--- src/hdl/binocular_gaze_to_screen_mapper_top_assert.svh ---
// Assertion macros for the gaze to screen mapper.
// Included by the top level; depends on nothing else.
`ifndef BINOCULAR_GAZE_TO_SCREEN_MAPPER_TOP_ASSERT_SVH
`define BINOCULAR_GAZE_TO_SCREEN_MAPPER_TOP_ASSERT_SVH

// Same-cycle implication, disabled during reset.
`define BGSM_ASSERT_NOW(label, ante, cons, msg) \
  label: assert property (@(posedge clk_i) disable iff (!rst_ni) (ante) |-> (cons)) \
    else $error(msg);

// Next-cycle implication, disabled during reset.
`define BGSM_ASSERT_NEXT(label, ante, cons, msg) \
  label: assert property (@(posedge clk_i) disable iff (!rst_ni) (ante) |=> (cons)) \
    else $error(msg);

`endif

--- src/hdl/bgsm_pkg.sv ---
// Types and constants shared by the gaze to screen mapper modules.
// No dependencies.
package bgsm_pkg;

  localparam int COORD_BITS  = 12;
  localparam int SCREEN_BITS = 13;
  localparam int RECT_BITS   = 4 * COORD_BITS;
  localparam int CFG_DW      = RECT_BITS;
  localparam int CFG_AW      = 3;
  // Magnitude width of a scaling numerator, and so of its quotient.
  localparam int NUM_BITS    = COORD_BITS + SCREEN_BITS + 1;
  localparam int LANES       = 4;
  localparam int OUT_BITS    = 16;

  // Lane order through the divider.
  localparam int LANE_LX = 0;
  localparam int LANE_LY = 1;
  localparam int LANE_RX = 2;
  localparam int LANE_RY = 3;

  localparam logic [CFG_AW-1:0] REG_LEFT_RECT  = 3'd0;
  localparam logic [CFG_AW-1:0] REG_RIGHT_RECT = 3'd1;
  localparam logic [CFG_AW-1:0] REG_SCREEN_W   = 3'd2;
  localparam logic [CFG_AW-1:0] REG_SCREEN_H   = 3'd3;
  localparam logic [CFG_AW-1:0] REG_FULL_MODE  = 3'd4;

  localparam logic [1:0] USED_NONE  = 2'd0;
  localparam logic [1:0] USED_LEFT  = 2'd1;
  localparam logic [1:0] USED_RIGHT = 2'd2;
  localparam logic [1:0] USED_BOTH  = 2'd3;

  typedef struct packed {
    logic [COORD_BITS-1:0] left_x;
    logic [COORD_BITS-1:0] left_y;
    logic [COORD_BITS-1:0] right_x;
    logic [COORD_BITS-1:0] right_y;
  } in_item_t;

  typedef struct packed {
    logic signed [OUT_BITS-1:0] screen_x;
    logic signed [OUT_BITS-1:0] screen_y;
    logic                       gaze_valid;
    logic [1:0]                 eyes_used;
  } out_item_t;

  // Control traveling alongside the lanes.
  typedef struct packed {
    logic       valid;
    logic [1:0] eye_ok;  // bit 0 left, bit 1 right
  } ctrl_t;

  // One division in flight: divisor, partial remainder, dividend bits, quotient, sign.
  typedef struct packed {
    logic [COORD_BITS-1:0] d;
    logic [COORD_BITS-1:0] r;
    logic [NUM_BITS-1:0]   n;
    logic [NUM_BITS-1:0]   q;
    logic                  neg;
  } lane_t;

endpackage

--- src/hdl/bgsm_front.sv ---
// Front end: quadrant pick, scaling numerator and divisor for all four lanes.
// Two register stages; depends on bgsm_pkg.
module bgsm_front (
  input  logic                                    clk_i,
  input  logic                                    rst_ni,
  input  logic                                    en_i,
  input  logic                                    valid_i,
  input  bgsm_pkg::in_item_t                      item_i,
  input  logic [bgsm_pkg::RECT_BITS-1:0]          left_rect_i,
  input  logic [bgsm_pkg::RECT_BITS-1:0]          right_rect_i,
  input  logic [bgsm_pkg::SCREEN_BITS-1:0]        screen_w_i,
  input  logic [bgsm_pkg::SCREEN_BITS-1:0]        screen_h_i,
  input  logic                                    full_i,
  output bgsm_pkg::ctrl_t                         ctrl_o,
  output bgsm_pkg::lane_t [bgsm_pkg::LANES-1:0]   lane_o
);
  localparam int CB   = bgsm_pkg::COORD_BITS;
  localparam int SB   = bgsm_pkg::SCREEN_BITS;
  localparam int NW   = bgsm_pkg::NUM_BITS;
  localparam int PAW  = SB - 1 + CB;
  localparam int PBW  = SB + CB + 3;
  localparam int SUMW = PBW + 1;

  logic [CB-1:0]          pos   [bgsm_pkg::LANES];
  logic [CB-1:0]          start [bgsm_pkg::LANES];
  logic [CB-1:0]          size  [bgsm_pkg::LANES];
  logic [SB-2:0]          shalf [bgsm_pkg::LANES];
  logic [bgsm_pkg::LANES-1:0] ok_d, ok_q;
  logic [PAW-1:0]         pa_d [bgsm_pkg::LANES];
  logic [PAW-1:0]         pa_q [bgsm_pkg::LANES];
  logic signed [PBW-1:0]  pb_d [bgsm_pkg::LANES];
  logic signed [PBW-1:0]  pb_q [bgsm_pkg::LANES];
  logic [CB-1:0]          a_d  [bgsm_pkg::LANES];
  logic [CB-1:0]          a_q  [bgsm_pkg::LANES];
  logic                   va_q;
  bgsm_pkg::ctrl_t        ctrl_q;
  bgsm_pkg::lane_t [bgsm_pkg::LANES-1:0] lane_q;

  assign pos[bgsm_pkg::LANE_LX]   = item_i.left_x;
  assign pos[bgsm_pkg::LANE_LY]   = item_i.left_y;
  assign pos[bgsm_pkg::LANE_RX]   = item_i.right_x;
  assign pos[bgsm_pkg::LANE_RY]   = item_i.right_y;
  assign start[bgsm_pkg::LANE_LX] = left_rect_i[CB-1:0];
  assign start[bgsm_pkg::LANE_LY] = left_rect_i[2*CB-1:CB];
  assign size[bgsm_pkg::LANE_LX]  = left_rect_i[3*CB-1:2*CB];
  assign size[bgsm_pkg::LANE_LY]  = left_rect_i[4*CB-1:3*CB];
  assign start[bgsm_pkg::LANE_RX] = right_rect_i[CB-1:0];
  assign start[bgsm_pkg::LANE_RY] = right_rect_i[2*CB-1:CB];
  assign size[bgsm_pkg::LANE_RX]  = right_rect_i[3*CB-1:2*CB];
  assign size[bgsm_pkg::LANE_RY]  = right_rect_i[4*CB-1:3*CB];
  assign shalf[bgsm_pkg::LANE_LX] = screen_w_i[SB-1:1];
  assign shalf[bgsm_pkg::LANE_RX] = screen_w_i[SB-1:1];
  assign shalf[bgsm_pkg::LANE_LY] = screen_h_i[SB-1:1];
  assign shalf[bgsm_pkg::LANE_RY] = screen_h_i[SB-1:1];

  for (genvar l = 0; l < bgsm_pkg::LANES; l++) begin : g_lane
    logic [CB:0]          mid, stop, org;
    logic                 lo_half, hi_half;
    logic [CB-1:0]        aw;
    logic signed [CB+1:0] off;
    logic [SB-2:0]        qo;
    logic [SB-1:0]        qw;
    logic signed [SUMW-1:0] sum;

    assign mid     = {1'b0, start[l]} + {2'b0, size[l][CB-1:1]};
    assign stop    = {1'b0, start[l]} + {1'b0, size[l]};
    assign lo_half = (pos[l] >= start[l]) && ({1'b0, pos[l]} <= mid);
    assign hi_half = ({1'b0, pos[l]} > mid) && ({1'b0, pos[l]} <= stop);
    assign aw      = full_i ? size[l] : {1'b0, size[l][CB-1:1]};
    assign org     = (full_i || lo_half) ? {1'b0, start[l]}
                                         : {1'b0, start[l]} + {1'b0, aw};
    assign off     = $signed({2'b0, pos[l]}) - $signed({1'b0, org});
    assign qo      = (full_i || lo_half) ? '0 : shalf[l];
    assign qw      = full_i ? {shalf[l], 1'b0} : {1'b0, shalf[l]};
    assign pa_d[l] = qo * aw;
    assign pb_d[l] = $signed({1'b0, qw}) * off;
    assign a_d[l]  = aw;
    assign ok_d[l] = (full_i || lo_half || hi_half) && (aw != '0);

    // Second stage: add the two products, split into sign and magnitude.
    assign sum = $signed({{(SUMW-PAW){1'b0}}, pa_q[l]}) + SUMW'(pb_q[l]);

    always_ff @(posedge clk_i) begin
      if (en_i) begin
        pa_q[l]      <= pa_d[l];
        pb_q[l]      <= pb_d[l];
        a_q[l]       <= a_d[l];
        lane_q[l].d   <= a_q[l];
        lane_q[l].r   <= '0;
        lane_q[l].q   <= '0;
        lane_q[l].neg <= sum[SUMW-1];
        lane_q[l].n   <= sum[SUMW-1] ? NW'(-sum) : NW'(sum);
      end
    end
  end

  always_ff @(posedge clk_i or negedge rst_ni) begin
    if (!rst_ni) begin
      va_q   <= 1'b0;
      ok_q   <= '0;
      ctrl_q <= '0;
    end else if (en_i) begin
      va_q          <= valid_i;
      ok_q          <= ok_d;
      ctrl_q.valid  <= va_q;
      ctrl_q.eye_ok <= {ok_q[bgsm_pkg::LANE_RX] & ok_q[bgsm_pkg::LANE_RY],
                        ok_q[bgsm_pkg::LANE_LX] & ok_q[bgsm_pkg::LANE_LY]};
    end
  end

  assign ctrl_o = ctrl_q;
  assign lane_o = lane_q;
endmodule

--- config.mk ---
export PLATFORM = sky130hd
export DESIGN_NAME = bgsm_front
export DESIGN_NICKNAME = d
export VERILOG_FILES = /design/src/hdl/binocular_gaze_to_screen_mapper_top_assert.svh /design/src/hdl/bgsm_pkg.sv /design/src/hdl/bgsm_front.sv
export SDC_FILE = /design/constraint.sdc
export NUM_CORES = 2
export LEC_CHECK = 0
export ABC_AREA = 1
export ABC_CLOCK_PERIOD_IN_PS = 3400
export BUFFER_PORTS_ARGS = -buffer_cell sky130_fd_sc_hd__buf_2
export CAP_MARGIN = 20
export CORE_MARGIN = 3
export CORE_UTILIZATION = 55
export DETAILED_ROUTE_END_ITERATION = 7
export GPL_TIMING_DRIVEN = 0
export PLACE_DENSITY = 0.73
export SLEW_MARGIN = 10
export SYNTH_ARGS = -nofsm -noshare
export SYNTH_HDL_FRONTEND = slang
export SYNTH_SLANG_ARGS = --single-unit
export TNS_END_PERCENT = 30
--- constraint.sdc ---
create_clock -name clk_i -period 3.4 [get_ports clk_i]
set_input_delay 0.68 -clock clk_i [delete_from_list [all_inputs] [get_ports clk_i]]
set_output_delay 0.68 -clock clk_i [all_outputs]
set_load 0.03 [all_outputs]
==> results.py <==
metrics = {
    "sta": {
        "max_freq_ghz": 0.1030,
        "final-max-slew-violation-count": 0,
        "final-hold-violation-count": 0,
        "finalClockSkew_ns": 0.03352,
        "rsz0062_at_grt": "true",
        "setup_violations": 210,
        "finalCritPeriodShare": 2.857,
        "slew_headroom": 0.1195,
        "timing.final.ws_setup_ns": -6.313,
        "layout_min_cycle_time_ns": 9.713,
        "worst_slew_pin_slew_ns": 1.307,
    },
    "critical_path": {
        "r2r_start": "pa_q[1][0]",
        "crit_top_cell": "fa_1",
        "worstPathArrival_ns": 10.11,
        "crit_slowest_cell": "o21ai_0",
        "path_delay_family": "adder cells",
        "critPathMaxStageDelay_ns": 0.66,
        "crit_buf_inv": 9,
        "cp.required_ns": 3.80,
        "worstSetupEndpointType": "flip-flop",
        "startpoint_type": "input port",
        "worstSetupPathType": "input port to flip-flop",
        "crit_start": "full_i",
        "r2r_slack_ns": -0.05,
        "critPathMaxFanout": 11,
    },
    "logic_synthesis": {
        "yosys.area.top_type_share": 0.2352,
        "synth_top_family_by_area": "adder cells",
        "synthTopCellsByArea": "fa_1, ha_1, edfxtp_1, nand2_1, inv_1",
        "synth_cell_types": 67,
        "ys_ff_latch": 420,
        "postSynth.asyncResetShare": 0.01905,
        "syn_area_sq_um": 80020,
        "yosysTopAreaCell": "fa_1",
        "synthCells": 10140,
        "synthSimpleGateAreaFrac": 0.2080,
        "synth_compound_area_frac": 0.06852,
        "yosys_warnings": 0,
        "synth_top_flop_cell": "edfxtp_1",
        "muxShareOfSynthArea": 0,
        "avgSynthCellArea_sq_um": 7.890,
        "synthAdderAreaFrac": 0.4078,
        "yosysSeqAreaShare": 0.1571,
        "yosys-top-cells-count": "nand2_1, inv_1, ha_1, nor2_1, fa_1",
        "synth_xor_area_frac": 0.04310,
        "yosysMostFrequentCell": "nand2_1",
        "synth_edf_count": 412,
    },
    "floorplan": {
        "dieWidth_um": 387.4,
        "start_util": 0.5557,
        "fp.dieH_um": 387.4,
        "pin_count": 486,
        "die-area_sq_um": 150100,
        "core-area_sq_um": 144000,
        "rows": 139,
    },
    "placed_design": {
        "gp_congestion": 0.9784,
        "portBuffers": 330,
        "hpwl_mm": 211.1,
        "dp_slack_ns": -8.294,
    },
    "drt": {
        "ant_nets": 0,
        "num_vias": 72060,
        "first_iter_violations": 6295,
        "route.detailed.drc": 0,
        "finalWirelength_mm": 257.7,
        "via_per_inst": 5.555,
        "first_pass_iters": 6,
        "wl_per_cell_um": 19.87,
    },
    "cts": {
        "ctsLongestPathBuffers": 3,
        "htreeDepth": 2,
        "cts_buffers": 52,
        "cts_root_buf": "clkbuf_16",
        "path_clk_slew_ns": 0.06,
        "cts_tree": "built",
        "clk_latency_ns": 0.70,
        "cts.sinks": 420,
    },
    "global_routing": {
        "grt_pass1_vias": 70250,
        "grt_pass1_wl_mm": 390.3,
        "grt_antenna_before_repair": 39,
        "grt_max_degree": 109,
        "overflow": 0,
        "grt_usage": 0.3333,
    },
    "outcome": {
        "violations": "setup timing",
        "status": "finished, violations left",
    },
    "worst_hold_path": {
        "hp-start": "valid_i",
        "hold_path_class": "input port to flip-flop",
    },
    "cells_and_area": {
        "areaGrowthSynthToFinish_pct": 17.15,
        "nets": 13230,
        "drive_gt1_frac": 0.1622,
    },
    "flow_run": {
        "drv_cap": 0,
    },
}
## area by class of cell
cell class / instances / area, sq um
clock buffer: 56 / 1316
multi-input combinational: 7631 / 62940
clock inverter: 40 / 449.2
timing repair buffer: 614 / 4384
sequential: 420 / 12570
fill: 12140 / 50260
buffer: 285 / 1924
inverter: 2003 / 7720
tap: 1903 / 2381
antenna: 20 / 50.05
## cells by family after synthesis
logic type / after synthesis
compound gates: 999
xor+xnor: 392
fa+ha+maj: 2044
buf+inv: 2288
flops: 420
other cells: 2
simple gates: 3996
## sequential cells by signal, indices dropped and copies added, names as in the netlist
name / cells
ok_q: 4
pb_q: 112
lane_o: 156
pa_q: 96
a_q: 48
va_q: 1
ctrl_o: 3
## stage by stage
step                      hold WS, ns  area [sq um]  std cells  setup TNS [ns]  utilization
after global routing           0.2282         93710      12960         -906.66       0.6508
final                          0.2366         93740      12970         -842.39       0.6510
after CTS                      0.1990         90260      12790         -824.13       0.6268
after detailed placement       0.4052         85960      12580        -1112.11       0.5970
after floorplan                0.3844         81800      10340         -786.85            -
after global placement         0.4002         85830      12570        -3025.55       0.5960
## worst register-to-register path: cells and delay by family, from the launching register on
kind                       cells  cell delay (ns)
DFF                            1             0.53
adders and majority gates      2             0.87
and+or+nand+nor               14             1.81
## what timing repair did
item                                    in CTS  in global routing
resized for setup                          430                538
hold endpoints to repair                     8                  0
endpoints found under the setup margin     209                230
buffers inserted                           118                158
pin swaps                                  152                248
hold buffers                                 1                  0
gates cloned                                 0                  1
## routing by layer
metal | vias to the layer above | track usage | wire length, um
met5 | - | 0 | 69
met4 | 10 | 0.1179 | 10620
met3 | 565 | 0.08009 | 27800
met2 | 3289 | 0.5030 | 110300
met1 | 34810 | 0.4682 | 108900
li1 | 33380 | - | -
## placed cells by master (no fill, tap or decap), types with 53 or more instances in the layout
cell	n
nand2_1	2136
inv_1	1851
ha_1	1010
fa_1	917
nor2_1	909
a21oi_1	444
edfxtp_1	412
buf_4	388
buf_2	316
nand3_1	296
xor2_1	259
conb_1	200
o21ai_0	147
nand4_1	147
xnor2_1	96
nand2_2	94
ha_4	83
inv_2	79
a21oi_2	74
clkbuf_1	74
nor3_1	67
o21ai_1	65
nor2_2	61
nand2_4	59
o21ai_2	54
buf_6	54
clkbuf_16	53
## path summary, 6_finish.rpt
check / to / cells past startpoint
max: pb_q[0][25] / 42
min: va_q / 3
max reg2reg: lane_o[129] / 16
min reg2reg: lane_o[71] / 0
max in group asynchronous: ctrl_o[0] / 2
min in group asynchronous: ctrl_o[2] / 2
Power is left out: the tool's default activity adds up to more than one toggle a clock period on the data nets, which glitch-free logic cannot reach.
